$ cat src/sv/assert_macros.svh
// assertion macros used by the limiter core
`ifndef ASSERT_MACROS_SVH
`define ASSERT_MACROS_SVH
`ifndef NO_ASSERTIONS
`define ASSERT_CLK(label, clk, rst_n, prop) \
    label: assert property (@(posedge clk) disable iff (!rst_n) prop) \
    else $error("assertion failed");
`define ASSERT_NEVER(label, clk, rst_n, cond) \
    label: assert property (@(posedge clk) disable iff (!rst_n) !(cond)) \
    else $error("forbidden condition");
`else
`define ASSERT_CLK(label, clk, rst_n, prop)
`define ASSERT_NEVER(label, clk, rst_n, cond)
`endif
`endif

$ cat src/sv/kswl_fifo.sv
// small fifo for requests and results
`default_nettype none
module kswl_fifo #(
    parameter int unsigned WIDTH = 8,
    parameter int unsigned DEPTH = 2
) (
    input  wire logic             i_clk,
    input  wire logic             i_rst_n,
    input  wire logic             i_push,
    input  wire logic [WIDTH-1:0] i_data,
    output logic                  o_full,
    input  wire logic             i_pop,
    output logic                  o_empty,
    output logic      [WIDTH-1:0] o_data
);
    localparam int unsigned AW = (DEPTH > 1) ? $clog2(DEPTH) : 1;
    logic [WIDTH-1:0] r_q [DEPTH];
    logic [AW-1:0] r_wp, r_rp;
    logic [AW:0] r_cnt;
    logic do_push, do_pop;

    assign o_full = (r_cnt == (AW+1)'(DEPTH));
    assign o_empty = (r_cnt == '0);
    assign do_push = i_push && !o_full;
    assign do_pop = i_pop && !o_empty;
    assign o_data = r_q[r_rp];

    always_ff @(posedge i_clk) begin
        if (!i_rst_n) begin
            r_wp <= '0;
            r_rp <= '0;
            r_cnt <= '0;
        end else begin
            if (do_push) begin
                r_wp <= (r_wp == AW'(DEPTH-1)) ? '0 : r_wp + 1'b1;
            end
            if (do_pop) begin
                r_rp <= (r_rp == AW'(DEPTH-1)) ? '0 : r_rp + 1'b1;
            end
            r_cnt <= r_cnt + (AW+1)'(do_push) - (AW+1)'(do_pop);
        end
        if (do_push) begin
            r_q[r_wp] <= i_data;
        end
    end
endmodule
`default_nettype wire

$ cat config.mk
export PLATFORM = sky130hd
export DESIGN_NAME = kswl_fifo
export DESIGN_NICKNAME = d
export VERILOG_FILES = /design/src/sv/assert_macros.svh /design/src/sv/kswl_fifo.sv
export SDC_FILE = /design/constraint.sdc
export NUM_CORES = 1
export LEC_CHECK = 0
export ABC_AREA = 0
export BUFFER_PORTS_ARGS = -buffer_cell sky130_fd_sc_hd__buf_2
export CAP_MARGIN = 20
export CORE_MARGIN = 4
export CORE_UTILIZATION = 49
export DETAILED_ROUTE_END_ITERATION = 12
export PLACE_DENSITY_LB_ADDON = 0.1
export SLEW_MARGIN = 0
export SYNTH_ARGS = -nofsm -noshare
export SYNTH_HDL_FRONTEND = slang
export SYNTH_SLANG_ARGS = --single-unit
$ cat constraint.sdc
create_clock -name i_clk -period 1.85 [get_ports i_clk]
set_input_delay 0.0925 -clock i_clk [delete_from_list [all_inputs] [get_ports i_clk]]
set_output_delay 0.0925 -clock i_clk [all_outputs]
set_load 0.05 [all_outputs]
* Yosys cells after proc, flatten, opt, wreduce, memory -nomap -nowiden *
Memory sizes are Yosys's and may differ from the RTL's. A register that Yosys moved wholly into a read port is not among the register bits.
Cells that the tools add are included.

storage, ports and cells
  register bits after elaboration = 4
  bits in writable memories = 16
  bits of input ports = 12
  output and inout port bits = 10
  memories kept = 1

memories
  name  depth  width  rd ports  clocked after Yosys merged registers in  wr ports  line             RTL
  r_q   2      8      1         1                                        1         kswl_fifo.sv:17  logic [WIDTH-1:0] r_q [DEPTH];

cells by class
  add/sub/neg operators = 4
  eq/ne operators = 1
  muxes and demuxes = 6
  reductions and logical operators = 5

operators with widths
  operator               number
  $mux W1                6
  $add A1 B1 Y1 const B  2
  $add A2 B1 Y2          1
  $eq A2 B2 Y1 const B   1
  $logic_and A1 B1 Y1    2
  $logic_not A1 Y1       2
  $logic_not A2 Y1       1
  $sub A2 B1 Y2          1

* Logic depth before layout (Yosys ltp) *
Gate-level depths: netlist (run 1).

  depth after elaboration = 5
  gate-level depth with buffers = 8
  depth with buffers taken out = 8

* Least setup slack after synthesis (run 1) *
No wires, ideal clock.

  kind = reg2reg
  from = register r_cnt[0]
  to = register r_cnt[1]
  arrival time = 1.462 ns
  data required time = 1.772 ns
  setup slack = 0.310 ns
  stages on the path, launching flop included = 9
  path buffers = 0
  period minus slack after synthesis = 1.540 ns
  cells stage by stage = dfxtp_1 -> nand2b_1 -> nand2_1 -> ha_1 -> inv_1 -> ha_1 -> xor2_1 -> and2_2 -> nor3_1

between the ends
  longest elaborated chain between the ends = 5
  elaborated cells between the ends (all ways) = 8
  those cells by class = add/sub (2); eq/ne (1); reduce/logical (5)

ends and longest elaborated chain
  what                    line             RTL
  start, declared         kswl_fifo.sv:19  logic [AW:0] r_cnt;
  start signal, assigned  kswl_fifo.sv:40  r_cnt <= r_cnt + (AW+1)'(do_push) - (AW+1)'(do_pop);
  $eq A2 B2 Y1            kswl_fifo.sv:22  assign o_full = (r_cnt == (AW+1)'(DEPTH));
  $logic_not A1 Y1        kswl_fifo.sv:24  assign do_push = i_push && !o_full;
  $logic_and A1 B1 Y1     kswl_fifo.sv:24
  $add A2 B1 Y2           kswl_fifo.sv:40
  $sub A2 B1 Y2 *         kswl_fifo.sv:40

Mark *: on every way between the ends. The rest lies on a longest branch, timed or not.
A chain may end at the register's enable or synchronous reset.

* Final worst setup path (run 1) *
Same ends and word-level chain as after synthesis.

==> results of run 1 <==
-- critical path: stages, from the launching register on --
cell and delay, ns:
dfxtp_1 0.38, nand2b_1 0.16, nand2_1 0.11, ha_1 0.28, inv_1 0.04, ha_1 0.17
xor2_1 0.15, and2_2 0.19, nor3_1 0.11
-- per-stage QoR --
| stage | util | instance area (um^2) | power (mW) |
|---|---|---|---|
| 2_1_floorplan | - | 812 | 1.22 |
| 3_3_place_gp | 0.610 | 940 | 1.35 |
| 3_5_place_dp | 0.610 | 940 | 1.36 |
| 4_1_cts | 0.679 | 1050 | 1.59 |
| 5_1_grt | 0.679 | 1050 | 1.67 |
| 6_report | 0.679 | 1050 | 1.57 |
-- report_power, final --
part	internal [mW]	switching (mW)
logic	0.219	0.458
clock network	0.0841	0.130
registers	0.616	0.0631
-- final timing paths --
check | from | end | slack, ns
max | r_cnt[0]$_SDFF_PN0_ | r_cnt[1]$_SDFF_PN0_ | 0.19
min | i_rst_n | r_cnt[0]$_SDFF_PN0_ | 0.04
max reg2reg | r_cnt[0]$_SDFF_PN0_ | r_cnt[1]$_SDFF_PN0_ | 0.19
min reg2reg | r_wp$_SDFFE_PN0N_ | r_wp$_SDFFE_PN0N_ | 0.52
-- cells in the final DEF, fill, tap and decap left out --
master / Yosys / routed
and2_1: 1 / 1
and2_2: 1 / 1
and3_1: 1 / 1
buf_2: 1 / 21
buf_4: 0 / 1
clkbuf_1: 0 / 1
clkbuf_4: 0 / 3
dfxtp_1: 5 / 5
dlygate4sd3_1: 0 / 8
edfxtp_1: 16 / 16
ha_1: 2 / 2
inv_1: 3 / 3
mux2_2: 8 / 8
mux2i_1: 1 / 1
nand2_1: 2 / 2
nand2b_1: 2 / 2
nor2_1: 5 / 5
nor3_1: 1 / 1
o21a_2: 1 / 1
xnor2_1: 1 / 1
xor2_1: 1 / 1
-- routing by layer --
metal / share of wire / vias up
li1: - / 249
met1: 0.40 / 227
met2: 0.53 / 15
met3: 0.062 / 2
met4: 0.015 / 0
met5: 0 / -
-- synthesized netlist by cell type --
| library cell | count | share of area |
|---|---|---|
| edfxtp_1 | 16 | 0.59 |
| mux2_2 | 8 | 0.11 |
| dfxtp_1 | 5 | 0.12 |
| nor2_1 | 5 | 0.023 |
| inv_1 | 3 | 0.014 |
| ha_1 | 2 | 0.031 |
| nand2_1 | 2 | 0.0092 |
| nand2b_1 | 2 | 0.015 |
| and2_1 | 1 | 0.0077 |
| and2_2 | 1 | 0.0092 |
| and3_1 | 1 | 0.0077 |
| buf_2 | 1 | 0.0062 |
| mux2i_1 | 1 | 0.012 |
| nor3_1 | 1 | 0.0062 |
| o21a_2 | 1 | 0.011 |
| xnor2_1 | 1 | 0.011 |
| xor2_1 | 1 | 0.011 |
-- state kept, by name, indices dropped and copies added (netlist names), named ones only --
signal,cells
r_rp,1
r_q,16
r_wp,1
r_cnt,2
-- cell families after synthesis --
family                   synth area share
AO/OA/AOI/OAI                      0.0108
XOR/XNOR                           0.0216
adder cells (fa/ha/maj)            0.0308
buffers and inverters              0.0200
flip-flops                          0.715
multiplexers                        0.123
AND/OR/NAND/NOR                    0.0786
-- timing repair --
action                                  in CTS  in global routing
hold endpoints to repair                    16                  0
resized for setup                            0                  0
hold buffers                                 8                  0
endpoints found under the setup margin       0                  0
-- final cells by class --
type | instances | area [um^2]
Tap cell | 16 | 20.0
Clock buffer | 4 | 26.3
Fill cell | 121 | 495
Sequential cell | 21 | 581
Inverter | 3 | 11.3
Multi-Input combinational cell | 27 | 215
Timing Repair Buffer | 30 | 193
==> results.yml, run 1 <==
synthesis:
  avgSynthCellArea_um2: 15.6
  ys_seq_area_frac: 0.715
  synth_warnings: 0
  netlist_instances: 52
  netlist_area_um2: 812
  synthDistinctLibCells: 17
  synth_fp_nets: 66
  ys_seq_elements: 21
timing:
  slew_headroom: 0.744
  fin_hold_ws_ns: 0.0407
  period_minus_slack_ns: 1.66
  worstMarginPinSlew_ns: 0.384
  clock.fmax_mhz: 604
  finalHoldViolations: 0
  rsz0062_at_grt: "false"
  slew_violations: 0
  setup_viol: 0
  setup_ws_ns: 0.194
  finalCritPeriodShare: 0.895
  setup_tns_ns: 0
  finClkSkew_ns: 0.00669
global_route:
  grt_max_degree: 12
  top_usage_layer: "met2"
  gr-usage-met1: 0.136
  grt_overflow: 0
  grt_pass1_wl_mm: 2.17
  grt.met2_usage: 0.191
  grt_usage: 0.117
  met3_usage: 0.0337
  grt_pass1_vias: 525
  antenna_found_initial: 0
drt:
  postRouteAntennaNets: 0
  first_iter_violations: 7
  wl_per_cell_um: 12.7
  vias: 493
  wl_mm: 1.28
  remaining_drc_errors: 0
  vias_per_cell: 4.88
  dr.pass1.iters: 2
placement:
  post-place-ws_ns: 0.197
  portBuffers: 21
  post-place-cells: 89
  gp_congestion: 0.673
  dp_hpwl_um: 864
worst_hold_path:
  holdCritPathClass: "input port to register"
  worstHoldPathCells: 2
worst_setup_path:
  cp_max_fo: 4
  r2r_cells: 8
  critPathRequiredTime_ns: 2.08
  crit_path_end_kind: "register"
  crit_path_start_kind: "register"
  path_class: "register to register"
  arrival_ns: 1.89
floorplanning:
  die-width_um: 48.7
  fp.dieArea_mm2: 0.00237
  ios: 22
  die_h_um: 48.7
  start_util: 0.527
  rows: 14
  core_area_mm2: 0.00154
finish:
  final_cells: 101
  drive_above_1_share: 0.412
  area_growth_pct: 28.8
  nNetsFinal: 100
  diodes: 0
clock_tree:
  htree_levels: 1
  post_cts_buffers: 0
  clk_pin_slew_worst_paths_ns: 0.10
  clock_latency_ns: 0.30
  cts_tree: "done"
  root_buffer: "clkbuf_4"
  clockBufferDepth: 2
  cts_sinks: 21
  cts_buffers: 3
power_and_ir_drop:
  power_leakage_nw: 0.444
  power_density_mw_per_mm2: 1500
  vdd_drop_max_mv: 0.841
status:
  outcome: "finished, final reports clean"
job:
  maxCapViolations: 0
Power figures use the tool's default switching activity.
==> run 2: changes to the inputs <==
--- a/config.mk
+++ b/config.mk
@@ -8,8 +8,10 @@
 export ABC_AREA = 0
 export BUFFER_PORTS_ARGS = -buffer_cell sky130_fd_sc_hd__buf_2
 export CAP_MARGIN = 20
+export CELL_PAD_IN_SITES_DETAIL_PLACEMENT = 1
+export CELL_PAD_IN_SITES_GLOBAL_PLACEMENT = 1
 export CORE_MARGIN = 4
-export CORE_UTILIZATION = 49
+export CORE_UTILIZATION = 43
 export DETAILED_ROUTE_END_ITERATION = 12
 export PLACE_DENSITY_LB_ADDON = 0.1
 export SLEW_MARGIN = 0
==> constraint.sdc (replaced) <==
create_clock -name i_clk -period 2.05 [get_ports i_clk]
set_input_delay 0.1025 -clock i_clk [delete_from_list [all_inputs] [get_ports i_clk]]
set_output_delay 0.1025 -clock i_clk [all_outputs]
set_load 0.05 [all_outputs]
==> results.yml, run 2 (synthesis results as in run 1) <==
status:
  outcome: "finished, final reports clean"
drt:
  postRouteAntennaNets: 0
  dr.pass1.iters: 4
  wl_mm: 1.37
  wl_per_cell_um: 12.4
  remaining_drc_errors: 0
  first_iter_violations: 5
  vias_per_cell: 4.55
  vias: 501
placement:
  dp_hpwl_mm: 1.00
  portBuffers: 21
  gp_congestion: 0.696
  post-place-ws_ns: 0.394
global_route:
  antenna_found_initial: 0
  grt_overflow: 0
  grt_usage: 0.131
  grt_pass1_vias: 538
  grt_max_degree: 14
  grt_pass1_wl_mm: 2.37
timing:
  setup_ws_ns: 0.387
  period_minus_slack_ns: 1.66
  setup_tns_ns: 0
  finalCritPeriodShare: 0.811
  rsz0062_at_grt: "false"
  finClkSkew_ns: 0.000834
  slew_violations: 0
  finalHoldViolations: 0
  slew_headroom: 0.720
  clock.fmax_mhz: 601
  setup_viol: 0
  worstMarginPinSlew_ns: 0.419
clock_tree:
  cts_tree: "done"
  htree_levels: 1
  cts_sinks: 21
  cts_buffers: 3
  clk_pin_slew_worst_paths_ns: 0.12
  root_buffer: "clkbuf_4"
  ctsResizeCount: 0
  clock_latency_ns: 0.30
  clockBufferDepth: 2
  post_cts_buffers: 0
finish:
  area_growth_pct: 30.7
  mostFrequentLayoutCells: "buf_2 (21), edfxtp_1 (16), mux2_2 (8), dlygate4sd3_1 (8)"
  drive_above_1_share: 0.424
  diodes: 0
  largest_reg_flops: 16
  final_common_cell: "buf_2"
  regMostFlops: "r_q"
  largestRegisters: "r_q x16, r_cnt x2"
  nNetsFinal: 100
worst_setup_path:
  arrival_ns: 1.90
  crit_path_start_kind: "register"
  critPathRequiredTime_ns: 2.29
  cpMaxStageDelayCell: "dfxtp_1"
  crit_path_end_kind: "register"
  crit_chain: "nand2b_1 -> nand2_1 -> ha_1 -> inv_1 -> ha_1 -> xor2_1 -> and2_2 -> nor3_1"
  cp_max_fo: 4
  max_stage_delay_ns: 0.39
  path_class: "register to register"
  crit_top_cell: "ha_1"
floorplanning:
  start_util: 0.460
  rows: 15
  die-width_um: 51.5
  die_h_um: 51.5
  core_area_mm2: 0.00176
  fp.dieArea_mm2: 0.00265
  ios: 22
job:
  maxCapViolations: 0
worst_hold_path:
  holdCritPathClass: "input port to register"
power_and_ir_drop:
  power_leakage_nw: 0.443
  vdd_drop_max_mv: 0.622
  power_density_mw_per_mm2: 1350
==> run 2: cell types whose count changed in the layout (fill, tap and decap cells not counted) <==
| cell | before | now |
|---|---|---|
| clkinvlp_4 | 0 | 1 |
| clkbuf_1 | 1 | 0 |
==> run 2: metrics by stage <==
stage               power, mW  utilization  std cells  hold slack [ns]  area, um^2
floorplan                1.10            -         52            0.201         812
global placement         1.23        0.539         98            0.291         951
detailed placement       1.24        0.539         98            0.294         951
CTS                      1.45        0.601        110           0.0560        1060
global route             1.52        0.601        110           0.0667        1060
finish                   1.43        0.601        110           0.0572        1060
==> run 2: area by class of cell <==
class / count / area, um^2
Sequential cell: 21 / 581
Tap cell: 25 / 31.3
Clock inverter: 1 / 7.51
Fill cell: 193 / 703
Timing Repair Buffer: 30 / 193
Multi-Input combinational cell: 27 / 215
Inverter: 3 / 11.3
Clock buffer: 3 / 22.5
==> run 2: final timing paths <==
| check | startpoint | to | slack, ns | cells past startpoint |
|---|---|---|---|---|
| worst min-delay path | i_rst_n | r_cnt[0]$_SDFF_PN0_ | 0.06 | 2 |
| worst min register to register | r_wp$_SDFFE_PN0N_ | r_wp$_SDFFE_PN0N_ | 0.50 | 2 |
| worst max-delay path | r_cnt[0]$_SDFF_PN0_ | r_cnt[1]$_SDFF_PN0_ | 0.39 | 8 |
| worst max register to register | r_cnt[0]$_SDFF_PN0_ | r_cnt[1]$_SDFF_PN0_ | 0.39 | 8 |
==> run 2: repair_timing <==
| action | 4_1_cts | 5_1_grt |
|---|---|---|
| endpoints found under the setup margin | 0 | 0 |
| hold buffers | 8 | 0 |
| endpoints found under the hold margin | 16 | 0 |
==> run 2: where the power goes <==
group	switching, mW	internal, mW	total, mW
logic	0.417	0.199	0.616
clock network	0.126	0.0743	0.200
registers	0.0575	0.556	0.613
total	0.601	0.828	1.43
==> run 2: metal layers <==
layer / wire, um / up-vias / GRT usage
met1: 562 / 236 / 0.149
met5: 0 / - / 0
met4: 21 / 0 / 0.0655
met2: 721 / 14 / 0.222
met3: 63 / 4 / 0.0350
li1: - / 247 / -
==> run 2: worst max-delay path, delay by kind of cell, from the launching register on <==
kind / cells / cell delay, ns
buffers and inverters: 1 / 0.04
xor gates and xnor gates: 1 / 0.15
DFF: 1 / 0.39
and+or+nand+nor: 4 / 0.57
adders and majority gates: 2 / 0.47
==> run 3: changes to the inputs <==
--- a/config.mk
+++ b/config.mk
@@ -11,7 +11,7 @@
 export CELL_PAD_IN_SITES_DETAIL_PLACEMENT = 1
 export CELL_PAD_IN_SITES_GLOBAL_PLACEMENT = 1
 export CORE_MARGIN = 4
-export CORE_UTILIZATION = 43
+export CORE_UTILIZATION = 36
 export DETAILED_ROUTE_END_ITERATION = 12
 export PLACE_DENSITY_LB_ADDON = 0.1
 export SLEW_MARGIN = 0
==> constraint.sdc (replaced) <==
create_clock -name i_clk -period 1.4 [get_ports i_clk]
set_input_delay 0.07 -clock i_clk [delete_from_list [all_inputs] [get_ports i_clk]]
set_output_delay 0.07 -clock i_clk [all_outputs]
set_load 0.05 [all_outputs]
==> results.yml, run 3 (synthesis results as in run 1) <==
finish:
  area_growth_pct: 52.5
  regMostFlops: "r_q"
  nNetsFinal: 107
  mostFrequentLayoutCells: "edfxtp_1 (16), buf_2 (12), buf_4 (12)"
  largest_reg_flops: 16
  final_cells: 119
  drive_above_1_share: 0.587
  largestRegisters: "r_q x16, r_cnt x2"
  final_common_cell: "edfxtp_1"
  diodes: 0
power_and_ir_drop:
  vdd_drop_max_mv: 1.31
  power_leakage_nw: 0.502
  power_mw: 2.47
  power_density_mw_per_mm2: 2000
clock_tree:
  cts_tree: "done"
  clock_latency_ns: 0.29
  root_buffer: "clkbuf_4"
  cts_buffers: 3
  cts_sinks: 21
  htree_levels: 1
  clk_pin_slew_worst_paths_ns: 0.12
  clockBufferDepth: 2
status:
  violations: "negative setup slack"
  outcome: "finished with violations"
timing:
  worstMarginPinSlew_ns: 0.251
  rsz0062_at_grt: "true"
  finalHoldViolations: 0
  clock.fmax_mhz: 667
  setup_viol: 1
  finClkSkew_ns: 0.00329
  slew_headroom: 0.834
  period_minus_slack_ns: 1.50
  setup_ws_ns: -0.0997
  finalCritPeriodShare: 1.07
  setup_tns_ns: -0.0997
  slew_violations: 0
drt:
  first_iter_violations: 4
  wl_per_cell_um: 13.7
  dr.pass1.iters: 2
  vias_per_cell: 4.64
  postRouteAntennaNets: 0
  wl_mm: 1.64
  remaining_drc_errors: 0
  vias: 552
placement:
  gp_congestion: 0.648
  post-place-ws_ns: -0.149
  portBuffers: 21
  dp_hpwl_mm: 1.13
  post-place-cells: 104
floorplanning:
  ios: 22
  start_util: 0.398
  fp.dieArea_mm2: 0.00308
  rows: 16
  core_area_mm2: 0.00204
  die_h_um: 55.5
  die-width_um: 55.5
global_route:
  antenna_found_initial: 0
  grt_pass1_vias: 598
  grt_pass1_wl_mm: 2.77
  grt_max_degree: 13
  grt_overflow: 0
  grt_usage: 0.117
worst_setup_path:
  crit_path_end_kind: "register"
  arrival_ns: 1.72
  crit_path_start_kind: "register"
  cp_max_fo: 3
  critPathRequiredTime_ns: 1.62
  path_class: "register to register"
worst_hold_path:
  holdCritPathClass: "input port to register"
job:
  maxCapViolations: 0
run 3: final cells by class:
cell class                 count  area (um^2)
clock inverter                 1         5.00
tap                           27         33.8
inverter                       3         11.3
sequential                    21          592
clock buffer                   3         22.5
timing repair buffer          37          299
fill                         207          803
multi-input combinational     27          275
run 3: worst max-delay path, cell delays in order (launching register included):
cell     delay (ns)
dfxtp_4        0.38
o21a_4         0.22
ha_4           0.25
inv_2          0.04
ha_4           0.15
xor2_2         0.14
and2_4         0.15
nor3_2         0.10
run 3: through the flow:
| step | area, um^2 | utilization | hold slack (ns) |
|---|---|---|---|
| detailed placement | 1040 | 0.507 | 0.263 |
| global route | 1240 | 0.607 | 0.0405 |
| CTS | 1190 | 0.583 | 0.0250 |
| finish | 1240 | 0.607 | 0.0289 |
| global placement | 1040 | 0.507 | 0.259 |
| floorplan | 852 | - | 0.169 |
run 3: report_power, final:
group          leakage [nW]  total, mW  internal, mW  switching (mW)
clock                0.0177      0.284         0.106           0.178
combinational         0.292       1.26         0.547           0.713
sequential            0.193      0.928         0.836          0.0918
total                 0.502       2.47          1.49           0.983
run 3: final timing paths:
| path | from | end | slack, ns | cells after the start |
|---|---|---|---|---|
| worst max register to register | r_cnt[1]$_SDFF_PN0_ | r_cnt[1]$_SDFF_PN0_ | -0.1 | 7 |
| worst min-delay path | i_rst_n | r_cnt[0]$_SDFF_PN0_ | 0.03 | 2 |
| worst min register to register | r_wp$_SDFFE_PN0N_ | r_wp$_SDFFE_PN0N_ | 0.51 | 2 |
| worst max-delay path | r_cnt[1]$_SDFF_PN0_ | r_cnt[1]$_SDFF_PN0_ | -0.1 | 7 |
run 3: routing by layer:
layer / GRT usage / wire length [um] / up-vias
li1: - / - / 263
met1: 0.136 / 668 / 275
met2: 0.206 / 894 / 14
met5: 0 / 0 / -
met3: 0.0373 / 73 / 0
met4: 0.0313 / 0 / 0
run 3: what timing repair did:
| item | in CTS | in global routing |
|---|---|---|
| pin swaps | 5 | 0 |
| endpoints found under the hold margin | 16 | 0 |
| hold buffers | 8 | 0 |
| endpoints found under the setup margin | 9 | 9 |
| setup buffers | 2 | 1 |
| gates resized for setup | 7 | 24 |
